File: src/sv/irpwd_pkg.sv
// ----------------------------------------------------------------------------
// IR pulse width direction estimator package
// Shared constants, register indexes and pipeline types.
// ----------------------------------------------------------------------------
`timescale 1ns / 1ps

package irpwd_pkg;

  localparam int NUM_SENSORS = 4;
  localparam int WIDTH_W     = 13;

  typedef logic [WIDTH_W-1:0] width_t;

  localparam logic [0:0]  CFG_TIMEOUT   = 1'b0;
  localparam logic [0:0]  CFG_LIMIT     = 1'b1;

  localparam logic [11:0] TIMEOUT_RESET = 12'd870;
  localparam logic [5:0]  LIMIT_RESET   = 6'd50;
  localparam logic [5:0]  LIMIT_MAX     = 6'd50;
  localparam logic [6:0]  CENTER        = 7'd50;

  // spread at or above 51 * 500 always saturates the offset
  localparam logic [24:0] SAT_SPREAD    = 25'd25500;
  // floor(y / 125) = (y * RECIP_125) >> 20, exact for y below 21399
  localparam logic [13:0] RECIP_125     = 14'd8389;

  typedef enum logic [1:0] {
    DIR_CENTER,
    DIR_LEFT,
    DIR_RIGHT
  } dir_code_t;

  typedef struct packed {
    logic [2:0] best_idx;
    width_t     best_w;
    dir_code_t  code;
  } side_t;

endpackage

File: src/sv/irpwd_lane.sv
// ----------------------------------------------------------------------------
// IR pulse width capture lane
// Edge detection, tick counter, width latch and timeout for one receiver.
// ----------------------------------------------------------------------------
`timescale 1ns / 1ps

module irpwd_lane
  import irpwd_pkg::*;
(
  input  logic        clk,
  input  logic        rst_n,
  input  logic        load,
  input  logic        level,
  input  logic [11:0] timeout,
  output width_t      width
);

  width_t cnt_r, cnt_nxt;
  width_t width_r, width_nxt;
  logic   last_r;

  always_comb begin
    width_t inc;
    inc       = (last_r && !level) ? '0 : cnt_r + 1'b1;
    cnt_nxt   = inc;
    width_nxt = (!last_r && level) ? inc : width_r;
    if (inc > {1'b0, timeout}) begin
      cnt_nxt   = '0;
      width_nxt = '0;
    end
  end

  always_ff @(posedge clk) begin
    if (!rst_n) begin
      cnt_r   <= '0;
      width_r <= '0;
      last_r  <= 1'b1;
    end else if (load) begin
      cnt_r   <= cnt_nxt;
      width_r <= width_nxt;
      last_r  <= level;
    end
  end

  assign width = width_r;

endmodule

File: src/sv/irpwd_merge.sv
// ----------------------------------------------------------------------------
// IR pulse width merge pipeline
// Strongest lane, variance of the widths and direction, over five stages.
// ----------------------------------------------------------------------------
`timescale 1ns / 1ps

module irpwd_merge
  import irpwd_pkg::*;
(
  input  logic                        clk,
  input  logic                        rst_n,
  input  logic                        s1_valid,
  output logic                        s1_ready,
  input  width_t [NUM_SENSORS-1:0]    widths,
  input  logic [5:0]                  offset_limit,
  output logic                        out_tvalid,
  input  logic                        out_tready,
  // [2:0] strongest_sensor, [15:3] strongest_width,
  // [40:16] width_spread, [47:41] direction
  output logic [47:0]                 out_tdata
);

  logic v2_r, v3_r, v4_r, v5_r, v6_r;
  logic rdy2, rdy3, rdy4, rdy5, rdy6;

  assign rdy6     = !v6_r || out_tready;
  assign rdy5     = !v5_r || rdy6;
  assign rdy4     = !v4_r || rdy5;
  assign rdy3     = !v3_r || rdy4;
  assign rdy2     = !v3_r || rdy3 ? (!v2_r || rdy3) : !v2_r;
  assign s1_ready = rdy2;

  // stage 2: strongest lane, mean, pair compare
  width_t [NUM_SENSORS-1:0] w2_r;
  width_t                   mean2_r, mean2_nxt;
  side_t                    side2_r, side2_nxt;

  always_comb begin
    logic [14:0] sum;
    logic [13:0] left, right;
    logic        all_nz;
    sum       = '0;
    all_nz    = 1'b1;
    side2_nxt = '{best_idx: 3'd0, best_w: '0, code: DIR_CENTER};
    for (int i = 0; i < NUM_SENSORS; i++) begin
      sum = sum + 15'(widths[i]);
      if (widths[i] > side2_nxt.best_w) begin
        side2_nxt.best_w   = widths[i];
        side2_nxt.best_idx = 3'(i + 1);
      end
      if (widths[i] == '0) all_nz = 1'b0;
    end
    mean2_nxt = sum[14:2];
    left      = 14'(widths[0]) + 14'(widths[1]);
    right     = 14'(widths[2]) + 14'(widths[3]);
    if (all_nz && left > right)      side2_nxt.code = DIR_LEFT;
    else if (all_nz && left < right) side2_nxt.code = DIR_RIGHT;
    else                             side2_nxt.code = DIR_CENTER;
  end

  // stage 3: squared deviations, one multiplier per lane
  logic [25:0] sq3_r [NUM_SENSORS];
  logic [25:0] sq3_nxt [NUM_SENSORS];
  side_t       side3_r;

  always_comb begin
    width_t d;
    for (int i = 0; i < NUM_SENSORS; i++) begin
      d          = (w2_r[i] >= mean2_r) ? w2_r[i] - mean2_r : mean2_r - w2_r[i];
      sq3_nxt[i] = 26'(d) * 26'(d);
    end
  end

  // stage 4: sum of squares and variance
  logic [24:0] spread4_r, spread4_nxt;
  side_t       side4_r;

  always_comb begin
    logic [27:0] acc;
    acc = '0;
    for (int i = 0; i < NUM_SENSORS; i++) acc = acc + 28'(sq3_r[i]);
    spread4_nxt = acc[26:2];
  end

  // stage 5: spread / 500 by reciprocal
  logic [24:0] spread5_r;
  logic [5:0]  q5_r, q5_nxt;
  logic        sat5_r, sat5_nxt;
  side_t       side5_r;

  always_comb begin
    logic [26:0] prod;
    sat5_nxt = spread4_r >= SAT_SPREAD;
    prod     = 27'(spread4_r[14:2]) * 27'(RECIP_125);
    q5_nxt   = prod[25:20];
  end

  // stage 6: offset clamp and direction into the output register
  logic [47:0] data6_r, data6_nxt;

  always_comb begin
    logic [5:0] lim, step;
    logic [6:0] dir;
    lim  = (offset_limit > LIMIT_MAX) ? LIMIT_MAX : offset_limit;
    step = (sat5_r || q5_r > lim) ? lim : q5_r;
    unique case (side5_r.code)
      DIR_LEFT:  dir = CENTER - {1'b0, step};
      DIR_RIGHT: dir = CENTER + {1'b0, step};
      default:   dir = CENTER;
    endcase
    data6_nxt = {dir, spread5_r, side5_r.best_w, side5_r.best_idx};
  end

  always_ff @(posedge clk) begin
    if (!rst_n) begin
      v2_r <= 1'b0;
      v3_r <= 1'b0;
      v4_r <= 1'b0;
      v5_r <= 1'b0;
      v6_r <= 1'b0;
    end else begin
      if (rdy2) v2_r <= s1_valid;
      if (rdy3) v3_r <= v2_r;
      if (rdy4) v4_r <= v3_r;
      if (rdy5) v5_r <= v4_r;
      if (rdy6) v6_r <= v5_r;
    end
  end

  always_ff @(posedge clk) begin
    if (rdy2 && s1_valid) begin
      w2_r    <= widths;
      mean2_r <= mean2_nxt;
      side2_r <= side2_nxt;
    end
    if (rdy3 && v2_r) begin
      sq3_r   <= sq3_nxt;
      side3_r <= side2_r;
    end
    if (rdy4 && v3_r) begin
      spread4_r <= spread4_nxt;
      side4_r   <= side3_r;
    end
    if (rdy5 && v4_r) begin
      spread5_r <= spread4_r;
      q5_r      <= q5_nxt;
      sat5_r    <= sat5_nxt;
      side5_r   <= side4_r;
    end
    if (rdy6 && v5_r) begin
      data6_r <= data6_nxt;
    end
  end

  assign out_tvalid = v6_r;
  assign out_tdata  = data6_r;

endmodule

File: src/sv/ir_pulse_width_direction_estimator_core.sv
// ----------------------------------------------------------------------------
// IR pulse width direction estimator core
// Four capture lanes feed a five-stage merge pipeline that gives the
// strongest receiver, the width variance and a direction value per tick.
// ----------------------------------------------------------------------------
// An accepted tick is registered in the lanes and v1_r, then in merge stages 2 to 6.
// Throughput: one tick per cycle; the lane counters and the merge stages
// each take a new transaction every cycle, stalling only on out_tready.
// Reset (synchronous, rst_n low): counters and widths cleared, levels idle
// high, registers back to timeout 870 and limit 50, pipeline emptied.
`timescale 1ns / 1ps

module ir_pulse_width_direction_estimator_core
  import irpwd_pkg::*;
(
  input  logic        clk,
  input  logic        rst_n,
  input  logic        in_tvalid,
  output logic        in_tready,
  // [3:0] sensor_levels, [7:4] zero
  input  logic [7:0]  in_tdata,
  output logic        out_tvalid,
  input  logic        out_tready,
  // [2:0] strongest_sensor, [15:3] strongest_width,
  // [40:16] width_spread, [47:41] direction
  output logic [47:0] out_tdata,
  input  logic        cfg_we,
  input  logic [0:0]  cfg_idx,
  input  logic [11:0] cfg_wdata
);

  logic [11:0]              timeout_r;
  logic [5:0]               limit_r;
  logic                     v1_r;
  logic                     s1_ready;
  logic                     accept;
  width_t [NUM_SENSORS-1:0] widths;

  assign in_tready = !v1_r || s1_ready;
  assign accept    = in_tvalid && in_tready;

  always_ff @(posedge clk) begin
    if (!rst_n) begin
      timeout_r <= TIMEOUT_RESET;
      limit_r   <= LIMIT_RESET;
    end else if (cfg_we) begin
      unique case (cfg_idx)
        CFG_TIMEOUT: timeout_r <= cfg_wdata;
        CFG_LIMIT:   limit_r   <= cfg_wdata[5:0];
        default:     ;
      endcase
    end
  end

  always_ff @(posedge clk) begin
    if (!rst_n) begin
      v1_r <= 1'b0;
    end else if (in_tready) begin
      v1_r <= in_tvalid;
    end
  end

  for (genvar g = 0; g < NUM_SENSORS; g++) begin : g_lane
    irpwd_lane u_lane (
      .clk     (clk),
      .rst_n   (rst_n),
      .load    (accept),
      .level   (in_tdata[g]),
      .timeout (timeout_r),
      .width   (widths[g])
    );
  end

  irpwd_merge u_merge (
    .clk          (clk),
    .rst_n        (rst_n),
    .s1_valid     (v1_r),
    .s1_ready     (s1_ready),
    .widths       (widths),
    .offset_limit (limit_r),
    .out_tvalid   (out_tvalid),
    .out_tready   (out_tready),
    .out_tdata    (out_tdata)
  );

endmodule

File: config.mk
export PLATFORM = sky130hd
export DESIGN_NAME = ir_pulse_width_direction_estimator_core
export DESIGN_NICKNAME = d
export VERILOG_FILES = /design/src/sv/irpwd_pkg.sv /design/src/sv/irpwd_lane.sv /design/src/sv/irpwd_merge.sv /design/src/sv/ir_pulse_width_direction_estimator_core.sv
export SDC_FILE = /design/constraint.sdc
export NUM_CORES = 2
export LEC_CHECK = 0
export BUFFER_PORTS_ARGS = -buffer_cell sky130_fd_sc_hd__buf_2
export CORE_ASPECT_RATIO = 0.75
export CORE_MARGIN = 1
export CORE_UTILIZATION = 59
export CTS_CLUSTER_SIZE = 10
export DETAILED_ROUTE_END_ITERATION = 16
export PLACE_DENSITY = 0.76
export SLEW_MARGIN = 0
export SYNTH_ARGS = -nofsm -noshare
export SYNTH_HDL_FRONTEND = slang
export SYNTH_SLANG_ARGS = --single-unit
File: constraint.sdc
create_clock -name clk -period 13.5 [get_ports clk]
set_input_delay 2.7 -clock clk [delete_from_list [all_inputs] [get_ports clk]]
set_output_delay 2.7 -clock clk [all_outputs]
set_load 0.05 [all_outputs]
==> results.json <==
{
  "tns_ns": 0,
  "min_path_type": "register to register",
  "wire_per_inst_um": 19.2,
  "critPathArrivalTime_ns": 10.05,
  "dr_total_vias": 35110,
  "fin_cells": 6163,
  "post_cts_buffers": 0,
  "async_flop_share_pct": 0,
  "min_period_ns": 9.71,
  "syn-cell-area_um2": 48800,
  "yosysSeqAreaShare_pct": 26.5,
  "cts.reportedPaths.clkPinSlew_ns": 0.06,
  "numCtsBuffers": 56,
  "crit_family": "adder cells",
  "ant_nets": 0,
  "holdCritStartpoint": "u_merge.side4_r[4]",
  "rsz0062_at_grt": "false",
  "syn2layout_area_growth_pct": 6.50,
  "grt_pass1_wl_um": 191000,
  "grt_pass1_vias": 35536,
  "first_iter_violations": 3071,
  "required_ns": 13.84,
  "htree_num_levels": 2,
  "setup.worst_path.end": "u_merge.sq3_r[75]",
  "cp_slowest_stage_delay_ns": 0.72,
  "fp.dieArea_um2": 83900,
  "cts_tree": "built",
  "rows": 90,
  "tightest_slew_ns": 1.30,
  "final_nets": 6172,
  "drive_gt1_share_pct": 5.89,
  "maxSlewViolCount": 0,
  "critPathBufInv": 5,
  "setup.worst_path.class": "register to register",
  "core_um2": 81200,
  "skew_ns": 0.0689,
  "ff2ff_path_depth": 27,
  "die_height_um": 251,
  "maxCapViolCount": 0,
  "die_x_um": 334,
  "crit_start": "u_merge.mean2_r[8]",
  "yosys.cell_types.count": 102,
  "setup_violations": 0,
  "gp_congestion": 0.995,
  "grt_overflow": 0,
  "grt_max_degree": 84,
  "clock-sinks": 474,
  "hold_violations": 0,
  "crit_cells": 27,
  "clockBufferDepth": 3,
  "dp.cells": 6076,
  "cp_max_fo": 9,
  "wl_um": 119000,
  "reg2reg_slack_ns": 3.79,
  "grt_usage_pct": 29.0,
  "firstDrtPassIters": 9,
  "avgSynthCellArea_um2": 9.81,
  "drc_errors": 0,
  "finalCritPeriodShare_pct": 71.9,
  "worstReg2RegEnd": "u_merge.sq3_r[75]",
  "final_core_util_pct": 64.0,
  "ioPinCount": 76,
  "ys_ff_latch": 474,
  "dp_hpwl_um": 95300,
  "yosysWarnings": 0,
  "port_buffers": 71,
  "antenna_found_initial": 2,
  "ys.flop_type": "edfxtp_1",
  "post_cts_resized": 0,
  "reg2reg_from": "u_merge.mean2_r[8]",
  "syn-instance-count": 4974,
  "cp_slowest_cell": "xnor2_1",
  "synth_edf_count": 342,
  "cts_root_buf": "clkbuf_16",
  "cp-end-kind": "register",
  "fmax_mhz": 103,
  "initial_core_util_pct": 60.1,
  "clock_latency_ns": 0.66,
  "slew_headroom_pct": 13.4,
  "avgViaCountPerCell": 5.70,
  "hold_ws_ns": 0.409,
  "antenna_cells": 0,
  "postCtsHoldBufs": 0,
  "status": "finished, final reports clean",
  "start_kind": "register"
}
[sequential cells by signal (all words and copies together) (netlist names), 25 cells and up]
register,count
u_merge.spread4_r,25
u_merge.sq3_r,100
g_lane.u_lane.cnt_r,52
u_merge.spread5_r,25
u_merge.w2_r,52
u_merge.out_tdata,48
g_lane.u_lane.width,52
[placed cells by master, fill, tap and decap left out, types with 16 or more instances in the layout]
| master | synthesis | layout |
|---|---|---|
| xor2_1 | 91 | 91 |
| and3_1 | 47 | 47 |
| o21ai_0 | 111 | 111 |
| nor4_1 | 17 | 17 |
| o211ai_1 | 21 | 21 |
| a32o_1 | 36 | 36 |
| buf_2 | 29 | 71 |
| clkbuf_1 | 54 | 20 |
| nor2b_1 | 69 | 66 |
| and2_1 | 18 | 18 |
| clkbuf_16 | 0 | 56 |
| nand3_1 | 72 | 72 |
| o21a_1 | 55 | 55 |
| fa_1 | 478 | 478 |
| nand4_1 | 42 | 42 |
| a211oi_1 | 16 | 16 |
| xnor2_1 | 155 | 155 |
| ha_1 | 638 | 638 |
| inv_1 | 936 | 935 |
| o21bai_1 | 24 | 24 |
| nor3_1 | 54 | 54 |
| a31oi_1 | 18 | 17 |
| a21o_1 | 109 | 109 |
| nand2b_1 | 57 | 57 |
| mux2_2 | 25 | 25 |
| or2_2 | 18 | 18 |
| nand2_1 | 337 | 336 |
| dfxtp_1 | 132 | 132 |
| edfxtp_1 | 342 | 342 |
| or3_1 | 60 | 60 |
| mux2i_1 | 44 | 44 |
| a21oi_1 | 245 | 245 |
| nor2_1 | 372 | 372 |
| buf_4 | 12 | 36 |
[stage by stage]
stage                     setup WS [ns]  cell area (µm²)
final                              3.79            52000
after global routing               3.51            52000
after CTS                          4.02            52000
after detailed placement           4.11            50300
after global placement             4.20            50300
after floorplan                    3.62            48800
[cell type report]
class	count	area, µm²
Clock buffer	77	1490
Clock inverter	10	119
Fill cell	6493	29200
Inverter	951	3570
Multi-Input combinational cell	3440	31900
Sequential cell	474	12900
Tap cell	1104	1380
Timing Repair Buffer	107	626
[how the worst min path moves through the flow]
| stage | end | slack, ns | cells after the start |
|---|---|---|---|
| finish | u_merge.data6_nxt[5] | 0.41 | 0 |
| global route | u_merge.side5_r[1] | 0.42 | 0 |
| CTS | u_merge.side3_r[16] | 0.41 | 0 |
| detailed placement | u_merge.out_tdata[0] | 0.40 | 0 |
| global placement | u_merge.side4_r[15] | 0.40 | 0 |
| floorplan | u_merge.data6_nxt[0] | 0.40 | 0 |
[synthesized netlist by cell type (all sizes together), types with 6 or more instances]
master | instances | share of area [%]
fa | 478 | 20
a211o | 10 | 0.18
o21a | 55 | 0.85
a211oi | 18 | 0.30
and2 | 20 | 0.26
nor2b | 69 | 0.88
o31a | 10 | 0.18
and3 | 47 | 0.60
or3 | 61 | 0.79
nor3 | 55 | 0.59
a21o | 111 | 1.7
inv | 951 | 7.3
o21ai | 119 | 1.2
a21boi | 8 | 0.12
o211ai | 21 | 0.32
nand2b | 57 | 0.73
o21bai | 27 | 0.48
mux2 | 26 | 0.60
nand3 | 72 | 0.74
a31oi | 19 | 0.27
a22oi | 6 | 0.092
or2 | 23 | 0.29
o41ai | 12 | 0.23
a41o | 6 | 0.12
mux2i | 48 | 1.0
a32o | 36 | 0.74
clkbuf | 56 | 0.44
dfxtp | 132 | 5.4
a21oi | 250 | 2.6
nand2 | 338 | 2.6
and4 | 7 | 0.13
xnor2 | 163 | 3.0
a221o | 9 | 0.19
nand4 | 44 | 0.59
a22o | 14 | 0.25
nor4 | 18 | 0.26
edfxtp | 342 | 21
nor2 | 374 | 2.9
ha | 638 | 16
o31ai | 11 | 0.19
o22ai | 7 | 0.10
buf | 54 | 0.64
xor2 | 101 | 2.0
[logic make-up (layout without fill, tap and decap cells)]
family                     after synthesis  count (layout)  synth area share (%)
buffers and inverters                 1061            1145                  8.40
DFF                                    474             474                  26.5
xor gates and xnor gates               264             264                  5.06
and+or+nand+nor                       1201            1201                  11.7
adders and majority gates             1116            1116                  36.0
AOI/OAI and AO/OA                      782             782                  10.8
other                                    2               3                0.0154
muxes                                   74              74                  1.62
[metal layers]
| metal | part of all wire (%) | vias up | global-route usage [%] | wire length [µm] |
|---|---|---|---|---|
| met5 | 0.087 | - | 0.920 | 103 |
| met4 | 2.0 | 4 | 6.33 | 2410 |
| met3 | 11 | 165 | 8.18 | 12800 |
| met2 | 42 | 1307 | 43.7 | 50400 |
| met1 | 45 | 17017 | 41.5 | 53000 |
| li1 | - | 16617 | - | - |
Power is not shown: default switching activity piles up to over one toggle a cycle in this logic, so the estimate is an artifact.
